## config.mk

```make
export PLATFORM = sky130hd
export DESIGN_NAME = hybrid_torus_hypercube_route_gen
export DESIGN_NICKNAME = d
export VERILOG_FILES = /design/src/rtl/htgen_pkg.sv /design/src/rtl/htgen_div.sv /design/src/rtl/htgen_emit.sv /design/src/rtl/hybrid_torus_hypercube_route_gen.sv
export SDC_FILE = /design/constraint.sdc
export NUM_CORES = 2
export LEC_CHECK = 0
export ABC_AREA = 0
export BUFFER_PORTS_ARGS = -buffer_cell sky130_fd_sc_hd__buf_2
export CAP_MARGIN = 40
export CELL_PAD_IN_SITES_DETAIL_PLACEMENT = 0
export CELL_PAD_IN_SITES_GLOBAL_PLACEMENT = 1
export CORE_ASPECT_RATIO = 0.5
export CORE_MARGIN = 3
export CORE_UTILIZATION = 40
export DETAILED_ROUTE_END_ITERATION = 10
export GPL_TIMING_DRIVEN = 0
export HOLD_SLACK_MARGIN = 0.03
export PLACE_DENSITY = 0.72
export SETUP_SLACK_MARGIN = 0.3
export SLEW_MARGIN = 20
export SYNTH_ARGS = -nofsm -noshare
export SYNTH_HDL_FRONTEND = slang
export SYNTH_SLANG_ARGS = --single-unit
```

## constraint.sdc

```tcl
create_clock -name clk -period 13.7 [get_ports clk]
set_input_delay 0.685 -clock clk [delete_from_list [all_inputs] [get_ports clk]]
set_output_delay 0.685 -clock clk [all_outputs]
set_load 0.01 [all_outputs]
```

## src/rtl/htgen_pkg.sv

```systemverilog
package htgen_pkg;

  // Defaults for the top-level parameters.
  localparam int MAX_TORUS_SIDE_DEF = 16;
  localparam int GHC_DIMS_DEF = 3;
  localparam int NODE_ID_BITS_DEF = 16;

  // Port numbering.
  localparam int UPLINK_PORT_BASE = 6;
  localparam int TORUS_PORTS_PER_DIM = 2;
  localparam int PORT_W = 4;

  // Field widths.
  localparam int SIDE_W = 5;      // torus side and coordinates
  localparam int HOP_W = 6;       // signed hop count
  localparam int MAG_W = 4;       // hop magnitude
  localparam int DEN_W = 15;      // divisor width (largest is side cubed)
  localparam int TOTAL_W = 7;     // ports in one route
  localparam int HC_MAX = 6;      // hypercube ports in one route
  localparam int AXES = 3;

  // Configuration register indexes.
  localparam logic [2:0] CFG_TORUS_SIDE = 3'd0;
  localparam logic [2:0] CFG_UPLINK_COUNT = 3'd1;
  localparam logic [2:0] CFG_UPLINKS_PER_SIDE = 3'd2;
  localparam logic [2:0] CFG_GHC_SIZE_X = 3'd3;
  localparam logic [2:0] CFG_GHC_SIZE_Y = 3'd4;
  localparam logic [2:0] CFG_GHC_SIZE_Z = 3'd5;

  // Register values after reset.
  localparam logic [4:0] RST_TORUS_SIDE = 5'd4;
  localparam logic [12:0] RST_UPLINK_COUNT = 13'd1;
  localparam logic [4:0] RST_UPLINKS_PER_SIDE = 5'd2;
  localparam logic [4:0] RST_GHC_SIZE = 5'd2;

  // Everything the port emitter needs for one route.
  typedef struct packed {
    logic [AXES-1:0][HOP_W-1:0] src_hops;
    logic [AXES-1:0][HOP_W-1:0] dst_hops;
    logic [HC_MAX-1:0][PORT_W-1:0] hc;
    logic [2:0] hc_len;
  } route_t;

  // Minimal signed hop count from coordinate ca to coordinate cb on a ring of n nodes.
  function automatic logic signed [HOP_W-1:0] hop(input logic [SIDE_W-1:0] ca,
                                                  input logic [SIDE_W-1:0] cb,
                                                  input logic [SIDE_W-1:0] n);
    logic signed [HOP_W:0] d;
    logic signed [HOP_W:0] half;
    logic signed [HOP_W:0] nn;
    d = $signed({2'b00, cb}) - $signed({2'b00, ca});
    half = $signed({3'b000, n[SIDE_W-1:1]});
    nn = $signed({2'b00, n});
    if (d > half) begin
      d = d - nn;
    end else if (d < -half) begin
      d = d + nn;
    end
    return d[HOP_W-1:0];
  endfunction

  // Magnitude of a hop count.
  function automatic logic [MAG_W-1:0] habs(input logic signed [HOP_W-1:0] h);
    logic signed [HOP_W-1:0] m;
    m = (h < 0) ? -h : h;
    return m[MAG_W-1:0];
  endfunction

endpackage

```

## src/rtl/htgen_div.sv

```systemverilog
// Restoring divider, one quotient bit per cycle.
module htgen_div #(
  parameter int DW = 30,
  parameter int VW = 15
) (
  input  logic          clk,
  input  logic          rst,
  input  logic          start,
  input  logic [DW-1:0] num,
  input  logic [VW-1:0] den,
  output logic          done,
  output logic [DW-1:0] quot,
  output logic [VW-1:0] rem
);

  localparam int CW = $clog2(DW + 1);

  logic          busy;
  logic [CW-1:0] cnt;
  logic [VW:0]   trial;
  logic          fits;

  // Shift the next dividend bit into the partial remainder and try a subtract.
  assign trial = {rem, quot[DW-1]};
  assign fits = (trial >= {1'b0, den});

  always_ff @(posedge clk) begin
    if (rst) begin
      busy <= 1'b0;
      done <= 1'b0;
      cnt <= '0;
    end else begin
      done <= 1'b0;
      if (start) begin
        quot <= num;
        rem <= '0;
        cnt <= CW'(DW);
        busy <= 1'b1;
      end else if (busy) begin
        quot <= {quot[DW-2:0], fits};
        rem <= fits ? VW'(trial - {1'b0, den}) : trial[VW-1:0];
        cnt <= cnt - 1'b1;
        if (cnt == CW'(1)) begin
          busy <= 1'b0;
          done <= 1'b1;
        end
      end
    end
  end

endmodule

```

## src/rtl/htgen_emit.sv

```systemverilog
// Walks a finished route and presents one port per transaction.
module htgen_emit (
  input  logic                     clk,
  input  logic                     rst,
  input  logic                     start,
  input  htgen_pkg::route_t        route,
  input  logic                     out_ready,
  output logic                     busy,
  output logic                     out_valid,
  output logic [htgen_pkg::PORT_W-1:0] out_port,
  output logic                     out_last
);

  htgen_pkg::route_t rt;
  logic                              active;
  logic [2:0]                        seg;
  logic [htgen_pkg::MAG_W-1:0]       k;
  logic [htgen_pkg::TOTAL_W-1:0]     remaining;
  logic [htgen_pkg::TOTAL_W-1:0]     total_n;
  logic [htgen_pkg::MAG_W-1:0]       cnt;
  logic [htgen_pkg::PORT_W-1:0]      port;
  logic signed [htgen_pkg::HOP_W-1:0] h;
  logic [1:0]                        axis;
  logic                              load;

  // Number of ports of the incoming route.
  always_comb begin
    total_n = htgen_pkg::TOTAL_W'(route.hc_len);
    for (int d = 0; d < htgen_pkg::AXES; d++) begin
      total_n = total_n + htgen_pkg::TOTAL_W'(htgen_pkg::habs(route.src_hops[d]))
                        + htgen_pkg::TOTAL_W'(htgen_pkg::habs(route.dst_hops[d]));
    end
  end

  // Segments: source torus X, Y, Z, then hypercube ports, then target torus X, Y, Z.
  always_comb begin
    h = '0;
    axis = 2'd0;
    cnt = '0;
    port = '0;
    case (seg)
      3'd0, 3'd1, 3'd2: begin
        axis = seg[1:0];
        h = rt.src_hops[axis];
        cnt = htgen_pkg::habs(h);
        port = htgen_pkg::PORT_W'(htgen_pkg::TORUS_PORTS_PER_DIM * axis) + h[htgen_pkg::HOP_W-1];
      end
      3'd3: begin
        cnt = htgen_pkg::MAG_W'(rt.hc_len);
        if (k < htgen_pkg::MAG_W'(htgen_pkg::HC_MAX)) begin
          port = rt.hc[k[2:0]];
        end
      end
      3'd4, 3'd5, 3'd6: begin
        axis = 2'(seg - 3'd4);
        h = rt.dst_hops[axis];
        cnt = htgen_pkg::habs(h);
        port = htgen_pkg::PORT_W'(htgen_pkg::TORUS_PORTS_PER_DIM * axis) + h[htgen_pkg::HOP_W-1];
      end
      default: begin
        cnt = '0;
      end
    endcase
  end

  assign load = active && (!out_valid || out_ready);
  assign busy = active || out_valid;

  always_ff @(posedge clk) begin
    if (rst) begin
      active <= 1'b0;
      out_valid <= 1'b0;
      seg <= '0;
      k <= '0;
      remaining <= '0;
    end else begin
      if (out_valid && out_ready) begin
        out_valid <= 1'b0;
      end
      if (start) begin
        rt <= route;
        seg <= '0;
        k <= '0;
        remaining <= total_n;
        active <= (total_n != '0);
      end else if (load) begin
        if (k < cnt) begin
          // Emit the next port of this segment.
          out_valid <= 1'b1;
          out_port <= port;
          out_last <= (remaining == htgen_pkg::TOTAL_W'(1));
          remaining <= remaining - 1'b1;
          k <= k + 1'b1;
          if (remaining == htgen_pkg::TOTAL_W'(1)) begin
            active <= 1'b0;
          end
        end else begin
          seg <= seg + 1'b1;
          k <= '0;
        end
      end
    end
  end

endmodule

```

## src/rtl/hybrid_torus_hypercube_route_gen.sv

```systemverilog
// Route generator for cubic 3D subtori joined by a generalized hypercube.
// Input channel (s_axis): one transaction carries a source and a target server id.
// Output channel (m_axis): one transaction per output port of the route, tlast on the
// final port. A source equal to the target gives no output transaction.
// Configuration: cfg_we writes cfg_data into register cfg_index at the clock edge;
// write only while the block is idle.
// One route at a time; s_axis_tready is high only when idle. A route spends about 6
// divisions splitting the ids into subtorus and coordinates, up to 4 more for the
// hypercube coordinates, and in the grid placement mode one more per uplink position
// along an edge, all on one shared bit-serial divider. Ports then leave at one per cycle
// while the receiver is ready, and the walk pauses when it moves to a new route segment.
// Reset is synchronous and clears the sequencer, the output register and the
// configuration registers to their defaults. When the receiver stalls, the current
// port waits in the output register and the route walk pauses.
module hybrid_torus_hypercube_route_gen #(
  parameter int MAX_TORUS_SIDE = htgen_pkg::MAX_TORUS_SIDE_DEF,
  parameter int GHC_DIMS = htgen_pkg::GHC_DIMS_DEF,
  parameter int NODE_ID_BITS = htgen_pkg::NODE_ID_BITS_DEF
) (
  input  logic clk,
  input  logic rst,
  input  logic s_axis_tvalid,
  output logic s_axis_tready,
  // Fields from bit 0: source_node, target_node, zero fill.
  input  logic [((2 * NODE_ID_BITS + 7) / 8) * 8 - 1:0] s_axis_tdata,
  output logic m_axis_tvalid,
  input  logic m_axis_tready,
  // Fields from bit 0: out_port, zero fill.
  output logic [7:0] m_axis_tdata,
  output logic m_axis_tlast,
  input  logic cfg_we,
  input  logic [2:0] cfg_index,
  input  logic [12:0] cfg_data
);

  localparam int N = NODE_ID_BITS;
  localparam int IW = NODE_ID_BITS + 14;
  localparam int SW = htgen_pkg::SIDE_W;
  localparam int HW = htgen_pkg::HOP_W;
  localparam int VW = htgen_pkg::DEN_W;
  localparam int AX = htgen_pkg::AXES;

  typedef enum logic [11:0] {
    S_IDLE  = 12'b000000000001,
    S_PREP  = 12'b000000000010,
    S_PREP2 = 12'b000000000100,
    S_DWAIT = 12'b000000001000,
    S_MODE  = 12'b000000010000,
    S_PICK  = 12'b000000100000,
    S_GDIV  = 12'b000001000000,
    S_GFIN  = 12'b000010000000,
    S_GHC   = 12'b000100000000,
    S_ROUTE = 12'b001000000000,
    S_START = 12'b010000000000,
    S_EMIT  = 12'b100000000000
  } state_t;

  typedef enum logic [2:0] {
    OP_SRC, OP_DST, OP_SX, OP_SY, OP_DX, OP_DY, OP_GRID, OP_GHC
  } op_t;

  // Configuration registers.
  logic [4:0]  torus_side;
  logic [12:0] uplink_count;
  logic [4:0]  uplinks_per_side;
  logic [4:0]  ghc_size_x, ghc_size_y, ghc_size_z;

  always_ff @(posedge clk) begin
    if (rst) begin
      torus_side <= htgen_pkg::RST_TORUS_SIDE;
      uplink_count <= htgen_pkg::RST_UPLINK_COUNT;
      uplinks_per_side <= htgen_pkg::RST_UPLINKS_PER_SIDE;
      ghc_size_x <= htgen_pkg::RST_GHC_SIZE;
      ghc_size_y <= htgen_pkg::RST_GHC_SIZE;
      ghc_size_z <= htgen_pkg::RST_GHC_SIZE;
    end else if (cfg_we) begin
      case (cfg_index)
        htgen_pkg::CFG_TORUS_SIDE:       torus_side <= cfg_data[4:0];
        htgen_pkg::CFG_UPLINK_COUNT:     uplink_count <= cfg_data;
        htgen_pkg::CFG_UPLINKS_PER_SIDE: uplinks_per_side <= cfg_data[4:0];
        htgen_pkg::CFG_GHC_SIZE_X:       ghc_size_x <= cfg_data[4:0];
        htgen_pkg::CFG_GHC_SIZE_Y:       ghc_size_y <= cfg_data[4:0];
        htgen_pkg::CFG_GHC_SIZE_Z:       ghc_size_z <= cfg_data[4:0];
        default: ;
      endcase
    end
  end

  state_t state;
  op_t    op;

  logic [N-1:0]   src_id, dst_id;
  logic [SW-1:0]  n_r, nh;
  logic [9:0]     n2, uu;
  logic [7:0]     nh2;
  logic [VW-1:0]  nt;
  logic [N-1:0]   ts, td;
  logic [VW-1:0]  ps, pd;
  logic [AX-1:0][SW-1:0] cs, cd;
  logic [IW-1:0]  ts_u, td_u;
  logic [AX-1:0][HW-1:0] sh, dh;
  logic [IW-1:0]  idst, v;
  logic [SW-1:0]  gi;
  logic [AX-1:0][SW-1:0] bs_i, bd_i;
  logic [IW-1:0]  sc [AX];
  logic [IW-1:0]  dc [AX];
  logic           side;
  logic [1:0]     gd;
  logic [htgen_pkg::HC_MAX-1:0][3:0] hc;
  logic [2:0]     hlen;

  // Divider interface.
  logic           div_go, div_done;
  logic [IW-1:0]  div_num, div_quot;
  logic [VW-1:0]  div_den, div_rem;

  htgen_div #(.DW(IW), .VW(VW)) u_div (
    .clk  (clk),
    .rst  (rst),
    .start(div_go),
    .num  (div_num),
    .den  (div_den),
    .done (div_done),
    .quot (div_quot),
    .rem  (div_rem)
  );

  // Side length limited to the supported range.
  logic [SW-1:0] n_clamp;
  always_comb begin
    if (torus_side < 5'd2) begin
      n_clamp = 5'd2;
    end else if (32'(torus_side) > MAX_TORUS_SIDE) begin
      n_clamp = SW'(MAX_TORUS_SIDE);
    end else begin
      n_clamp = torus_side;
    end
  end

  logic [N-1:0] in_src, in_dst;
  assign in_src = s_axis_tdata[N-1:0];
  assign in_dst = s_axis_tdata[2*N-1:N];
  assign s_axis_tready = (state == S_IDLE);

  // Placement mode decode.
  logic m_one, m_two, m_half, m_quart;
  assign m_one = (uplink_count == 13'd1);
  assign m_two = (uplink_count == 13'd2);
  assign m_half = ({1'b0, uplink_count, 1'b0} == nt);
  assign m_quart = ({uplink_count, 2'b00} == nt);

  // Uplink choice for the closed-form placement modes.
  logic [AX-1:0][HW-1:0] pk_sh, pk_dh, same_dh, corner_sh, corner_dh, ctr_sh, ctr_dh;
  logic [IW-1:0] pk_isrc, pk_idst;
  logic [5:0]    sum_cs, sum_ts, sum_cd, sum_td;
  logic          sel_s, sel_d;
  logic [1:0]    odd_s, odd_d;
  logic [11:0]   rloc_s, rloc_d;

  always_comb begin
    sum_cs = '0;
    sum_ts = '0;
    sum_cd = '0;
    sum_td = '0;
    for (int d = 0; d < AX; d++) begin
      same_dh[d] = htgen_pkg::hop(cs[d], cd[d], n_r);
      corner_sh[d] = htgen_pkg::hop(cs[d], '0, n_r);
      corner_dh[d] = htgen_pkg::hop('0, cd[d], n_r);
      ctr_sh[d] = htgen_pkg::hop(cs[d], nh, n_r);
      ctr_dh[d] = htgen_pkg::hop(nh, cd[d], n_r);
      sum_cs = sum_cs + 6'(htgen_pkg::habs(corner_sh[d]));
      sum_ts = sum_ts + 6'(htgen_pkg::habs(ctr_sh[d]));
      sum_cd = sum_cd + 6'(htgen_pkg::habs(corner_dh[d]));
      sum_td = sum_td + 6'(htgen_pkg::habs(ctr_dh[d]));
    end
    sel_s = (sum_cs > sum_ts);
    sel_d = (sum_cd > sum_td);

    // Quarter mode: coordinates of equal parity carry uplinks.
    odd_s = 2'(cs[0][0]) + 2'(cs[1][0]) + 2'(cs[2][0]);
    odd_d = 2'(cd[0][0]) + 2'(cd[1][0]) + 2'(cd[2][0]);
    rloc_s = 12'(cs[0][SW-1:1]) + 12'(nh * cs[1][SW-1:1]) + 12'(nh2 * cs[2][SW-1:1]);
    rloc_d = 12'(cd[0][SW-1:1]) + 12'(nh * cd[1][SW-1:1]) + 12'(nh2 * cd[2][SW-1:1]);

    pk_sh = '0;
    pk_dh = '0;
    if (m_one) begin
      pk_sh = corner_sh;
      pk_dh = corner_dh;
      pk_isrc = IW'(ts);
      pk_idst = IW'(td);
    end else if (m_two) begin
      pk_sh = sel_s ? ctr_sh : corner_sh;
      pk_dh = sel_d ? ctr_dh : corner_dh;
      pk_isrc = IW'({ts, sel_s});
      pk_idst = IW'({td, sel_d});
    end else if (m_half) begin
      if (src_id[0]) begin
        pk_sh[0] = {HW{1'b1}};
      end
      if (dst_id[0]) begin
        pk_dh[0] = HW'(1);
      end
      pk_isrc = IW'(src_id >> 1);
      pk_idst = IW'(dst_id >> 1);
    end else begin
      for (int d = 0; d < AX; d++) begin
        if (odd_s == 2'd1 && cs[d][0]) begin
          pk_sh[d] = {HW{1'b1}};
        end
        if (odd_s == 2'd2 && !cs[d][0]) begin
          pk_sh[d] = HW'(1);
        end
        if (odd_d == 2'd1 && cd[d][0]) begin
          pk_dh[d] = HW'(1);
        end
        if (odd_d == 2'd2 && !cd[d][0]) begin
          pk_dh[d] = {HW{1'b1}};
        end
      end
      pk_isrc = ts_u + IW'(rloc_s) + ((odd_s >= 2'd2) ? IW'(uplink_count >> 1) : '0);
      pk_idst = td_u + IW'(rloc_d) + ((odd_d >= 2'd2) ? IW'(uplink_count >> 1) : '0);
    end
  end

  // Grid mode: one candidate position per divider result, all three axes at once.
  logic [SW-1:0] grid_q;
  logic [AX-1:0][HW-1:0] cand_s, cand_d;
  assign grid_q = div_quot[SW-1:0];
  always_comb begin
    for (int d = 0; d < AX; d++) begin
      cand_s[d] = htgen_pkg::hop(cs[d], grid_q, n_r);
      cand_d[d] = htgen_pkg::hop(grid_q, cd[d], n_r);
    end
  end

  logic [VW-1:0] a_s, a_d;
  assign a_s = VW'(bs_i[0]) + VW'(bs_i[1] * uplinks_per_side) + VW'(bs_i[2] * uu);
  assign a_d = VW'(bd_i[0]) + VW'(bd_i[1] * uplinks_per_side) + VW'(bd_i[2] * uu);

  // Hypercube size of the dimension in progress, zero taken as one.
  logic [SW-1:0] gsel;
  always_comb begin
    case (gd)
      2'd0: gsel = ghc_size_x;
      2'd1: gsel = ghc_size_y;
      default: gsel = ghc_size_z;
    endcase
    if (gsel == '0) begin
      gsel = SW'(1);
    end
  end

  // Hypercube hops: uplink port then switch port for each differing dimension.
  logic [htgen_pkg::HC_MAX-1:0][3:0] hc_n;
  logic [2:0] len_n;
  always_comb begin
    hc_n = '0;
    len_n = '0;
    for (int d = 0; d < GHC_DIMS; d++) begin
      if (sc[d] != dc[d]) begin
        hc_n[len_n] = 4'(htgen_pkg::UPLINK_PORT_BASE + d);
        hc_n[3'(len_n + 3'd1)] = dc[d][3:0];
        len_n = len_n + 3'd2;
      end
    end
  end

  // Main sequencer.
  always_ff @(posedge clk) begin
    if (rst) begin
      state <= S_IDLE;
      div_go <= 1'b0;
      op <= OP_SRC;
    end else begin
      div_go <= 1'b0;
      case (state)
        S_IDLE: begin
          if (s_axis_tvalid) begin
            src_id <= in_src;
            dst_id <= in_dst;
            n_r <= n_clamp;
            nh <= n_clamp >> 1;
            if (in_src != in_dst) begin
              state <= S_PREP;
            end
          end
        end
        S_PREP: begin
          n2 <= 10'(n_r * n_r);
          nh2 <= 8'(nh * nh);
          state <= S_PREP2;
        end
        S_PREP2: begin
          nt <= VW'(n2 * n_r);
          uu <= 10'(uplinks_per_side * uplinks_per_side);
          div_go <= 1'b1;
          op <= OP_SRC;
          div_num <= IW'(src_id);
          div_den <= VW'(n2 * n_r);
          state <= S_DWAIT;
        end
        S_DWAIT: begin
          if (div_done) begin
            case (op)
              OP_SRC: begin
                ts <= div_quot[N-1:0];
                ps <= div_rem;
                div_go <= 1'b1;
                op <= OP_DST;
                div_num <= IW'(dst_id);
                div_den <= nt;
              end
              OP_DST: begin
                td <= div_quot[N-1:0];
                pd <= div_rem;
                div_go <= 1'b1;
                op <= OP_SX;
                div_num <= IW'(ps);
                div_den <= VW'(n_r);
              end
              OP_SX: begin
                cs[0] <= div_rem[SW-1:0];
                div_go <= 1'b1;
                op <= OP_SY;
                div_num <= div_quot;
              end
              OP_SY: begin
                cs[1] <= div_rem[SW-1:0];
                cs[2] <= div_quot[SW-1:0];
                div_go <= 1'b1;
                op <= OP_DX;
                div_num <= IW'(pd);
              end
              OP_DX: begin
                cd[0] <= div_rem[SW-1:0];
                div_go <= 1'b1;
                op <= OP_DY;
                div_num <= div_quot;
              end
              OP_DY: begin
                cd[1] <= div_rem[SW-1:0];
                cd[2] <= div_quot[SW-1:0];
                state <= S_MODE;
              end
              OP_GRID: begin
                // Keep the first strictly closer position along each axis.
                for (int d = 0; d < AX; d++) begin
                  if (htgen_pkg::habs(cand_s[d]) < htgen_pkg::habs(sh[d])) begin
                    sh[d] <= cand_s[d];
                    bs_i[d] <= gi;
                  end
                  if (htgen_pkg::habs(cand_d[d]) < htgen_pkg::habs(dh[d])) begin
                    dh[d] <= cand_d[d];
                    bd_i[d] <= gi;
                  end
                end
                gi <= gi + 1'b1;
                if ({1'b0, gi} + 6'd1 == {1'b0, uplinks_per_side}) begin
                  state <= S_GFIN;
                end else begin
                  state <= S_GDIV;
                end
              end
              OP_GHC: begin
                if (!side) begin
                  sc[gd] <= IW'(div_rem);
                end else begin
                  dc[gd] <= IW'(div_rem);
                end
                v <= div_quot;
                gd <= gd + 1'b1;
                state <= S_GHC;
              end
              default: state <= S_IDLE;
            endcase
          end
        end
        S_MODE: begin
          ts_u <= IW'(ts * uplink_count);
          td_u <= IW'(td * uplink_count);
          state <= S_PICK;
        end
        S_PICK: begin
          side <= 1'b0;
          gd <= '0;
          if (ts == td) begin
            sh <= '0;
            dh <= same_dh;
            hlen <= '0;
            state <= S_START;
          end else if (!m_one && !m_two && !m_half && !m_quart) begin
            sh <= corner_sh;
            dh <= corner_dh;
            bs_i <= '0;
            bd_i <= '0;
            gi <= '0;
            state <= (uplinks_per_side == '0) ? S_GFIN : S_GDIV;
          end else begin
            sh <= pk_sh;
            dh <= pk_dh;
            v <= pk_isrc;
            idst <= pk_idst;
            state <= S_GHC;
          end
        end
        S_GDIV: begin
          div_go <= 1'b1;
          op <= OP_GRID;
          div_num <= IW'(gi * n_r);
          div_den <= VW'(uplinks_per_side);
          state <= S_DWAIT;
        end
        S_GFIN: begin
          v <= ts_u + IW'(a_s);
          idst <= td_u + IW'(a_d);
          side <= 1'b0;
          gd <= '0;
          state <= S_GHC;
        end
        S_GHC: begin
          if (32'(gd) < GHC_DIMS - 1) begin
            div_go <= 1'b1;
            op <= OP_GHC;
            div_num <= v;
            div_den <= VW'(gsel);
            state <= S_DWAIT;
          end else if (!side) begin
            sc[gd] <= v;
            side <= 1'b1;
            gd <= '0;
            v <= idst;
          end else begin
            dc[gd] <= v;
            state <= S_ROUTE;
          end
        end
        S_ROUTE: begin
          hc <= hc_n;
          hlen <= len_n;
          state <= S_START;
        end
        S_START: begin
          state <= S_EMIT;
        end
        S_EMIT: begin
          if (!emit_busy) begin
            state <= S_IDLE;
          end
        end
        default: state <= S_IDLE;
      endcase
    end
  end

  // Port emitter with its output register.
  htgen_pkg::route_t route;
  logic emit_busy;
  logic [htgen_pkg::PORT_W-1:0] out_port;

  assign route.src_hops = sh;
  assign route.dst_hops = dh;
  assign route.hc = hc;
  assign route.hc_len = hlen;

  htgen_emit u_emit (
    .clk      (clk),
    .rst      (rst),
    .start    (state == S_START),
    .route    (route),
    .out_ready(m_axis_tready),
    .busy     (emit_busy),
    .out_valid(m_axis_tvalid),
    .out_port (out_port),
    .out_last (m_axis_tlast)
  );

  assign m_axis_tdata = {4'b0000, out_port};

endmodule

```

==> summary.txt <==
Largest family of logic cells by synthesized area -> adder cells
Worst Setup SP -> n_r[1]
Seq/Total Area, Yosys -> 27.7%
Slew Limit Headroom -> 37.6%
Layout cell share with drive strength beyond 1 -> 6.57%
Synthesized cell area -> 81400 um^2
EDFF count, synth -> 700
Setup-failing EPs final -> 0
Final ANT Viol Nets -> 0
Startpoint Class -> flop
Syn Inst Count -> 8326
Setup crit end kind -> flop
Vias per Instance -> 5.55
Die footprint -> 209000 um^2
Max Cap Viol -> 0
Area delta synth->final -> 10.7%
Initial core utilization -> 40.5%
Comb power frac -> 27.6%
Deepest clock path buffer count -> 3
Largest net degree at the start of global routing -> 44
Internal Power -> 0.00468 W
Mux contribution to synthesized area -> 3.27%
Fillers -> 19.4k
Post-Synth XOR/XNOR Area -> 5.65%
Worst Tran Pin Value -> 0.936 ns
Power Density -> 76.6 nW/um^2
Total GRT Usage -> 26.0%
Cell family with most CP delay -> compound AO/OA/AOI/OAI gates
Synth area leaders -> edfxtp_1 26%, ha_1 16%, fa_1 15%
Worst-path clk slew -> 0.06 ns
P_leak -> 39.0 nW
Global routing usage on met1 -> 35.6%
Area of the multi-input gates -> 53800 um^2
Vias in the first global route -> 62.3k
Core footprint -> 201000 um^2
Distinct cells, synth -> 109
Die extent in y -> 325 um
Initial DRC Count -> 5848
Resize count post-CTS -> 0
R2r startpoint -> n_r[1]
Synth top area share -> 25.8%
CP Class -> reg2reg
Initial antenna violation count -> 15
I/O Buffers -> 57
Psw -> 0.00222 W
Arrival time at the worst endpoint -> 11.00 ns
Post-detail-place hpwl -> 223000 um
Post-synth top area cell -> edfxtp_1
Clock Skew -> 0.0607 ns
Commonest non-fill, non-tap cell in the layout -> inv_1
Switching portion of total power -> 32.1%
Routed WL -> 276000 um
Asr flop ratio synth -> 0%
Hold Path Class -> in2reg
Final Wtd Congestion -> 1.01
Slew Viols, Final -> 0
Critical path required time -> 14.12 ns
Post-synthesis compound-gate area fraction -> 12.2%
Post-route DRC -> 0
Commonest non-fill, non-tap cells in the layout -> 1086 x inv_1, 1046 x ha_1, 770 x nand2_1
Overflow left after global routing -> 0
Fin crit share -> 77.3%
RSZ-0062 raised after global routing -> false
Die width -> 644 um
Register area -> 22600 um^2
CTS Sinks -> 777
Max H-tree Level -> 3
Hold Buf Count CTS -> 0
Maximum vdd ir drop -> 92.5 uV
Final Hold Viols -> 0
Max FO, Critical Path -> 30
CP bufs+invs -> 7
Main synth FF type -> edfxtp_1
Post-route core utilization -> 44.8%
Peak Freq -> 94.4 MHz
Global-route wire length before repair -> 409000 um
GR Util met2 -> 39.9%
Post-CTS setup buffers -> 0
Yosys warning total -> 0
Pwr Total -> 0.00690 W
Seq cells post-synth -> 777
Status -> finished clean
Avg Cell Area, Syn -> 9.78 um^2
Worst path slowest cell -> clkbuf_1
Adder-Cell Fraction of Synth Area -> 31.3%
Root Buffer -> clkbuf_16
WL/cell -> 24.2 um
Skew-Pair Late Insertion Delay -> 0.71 ns
Clock power share -> 34.6%
Sequential power share -> 37.8%
DRT Pass-1 Iters -> 9
Grt met3 use -> 5.27%
Hold path startpoint -> s_axis_tdata[31]
Tmin final -> 10.59 ns
GR peak layer -> met2
CTS tree -> yes
Crit-path max cell delay -> 0.62 ns
Inserted Clock Buffers -> 83
Post-Synth Simple-Gate Area -> 13.5%
Io pins -> 64
Total number of vias -> 63.3k
Rows -> 116
Nets -> 10.3k
metrics by stage:
stage	TNS [ns]	cell area, um^2	worst slack, ns	hold WS, ns	instances
floorplan	0	81400	2.54	0.400	8329
global placement	-409.93	85100	-5.53	0.405	11100
detailed placement	0	87200	3.29	0.405	11200
CTS	0	90000	3.24	0.126	11400
global route	0	90100	2.62	0.149	11400
finish	0	90100	3.11	0.173	11400
logic make-up (layout without fill, tap and decap cells):
logic type,Yosys count,after routing
XOR/XNOR,525,525
buffers and inverters,1369,1719
AND/OR/NAND/NOR,2228,2228
flip-flops,777,777
AO/OA/AOI/OAI,1512,1512
adder cells (fa/ha/maj),1664,1664
other,1,11
multiplexers,250,250
final cells by class:
class                   count  share of cell area, %
diodes                      7                 0.0194
multi-input cells        6183                   59.8
flip-flops and latches    777                   25.0
inverters                1092                   4.57
well taps                2714                   3.77
plain buffers             277                   1.24
clock inverters            60                  0.750
repair buffers            195                   2.48
clock buffers              95                   2.39
power groups by stage:
stage	combinational (W)	clock (W)	sequential [W]
final	0.00191	0.00239	0.00261
after global routing	0.00213	0.00251	0.00260
after global placement	0.00180	0	0.00267
after CTS	0.00189	0.00242	0.00260
after floorplan	0.00134	0	0.00265
after detailed placement	0.00188	0	0.00266
flip-flops by register name, summed over array words and instances, names as in the netlist, 18 cells and up:
register,flops
u_emit.rt,50
ts_u,29
div_num,30
hc,18
u_div.quot,30
idst,30
dc,90
sc,90
td_u,29
v,30
routing by layer:
metal  routed length (um)  part of all wire [%]
met3                23300                   8.4
met1               119000                    43
met4                13900                   5.0
met2               119000                    43
met5                    0                     0
synth_stat cells, drive strengths merged (48+ instances only):
master,instances
clkbuf,214
nor3,88
a21o,100
o21a,95
and2,400
o21ai,283
fa,618
nand2b,82
nand3,100
mux2i,152
nor2,411
nor2b,130
edfxtp,700
buf,63
o211ai,65
nand4,53
nand2,770
xnor2,314
a22oi,48
a21oi,426
inv,1090
ha,1046
mux2,95
dfxtp,77
xor2,211
o21bai,77
worst paths after layout:
path | endpoint | slack (ns) | cells after the start
max | route[57] | 3.11 | 33
min | dst_id[15] | 0.17 | 1
max reg2reg | route[57] | 3.11 | 33
min reg2reg | u_emit.rt[24] | 0.42 | 0
(Power assumes the default switching activity.)
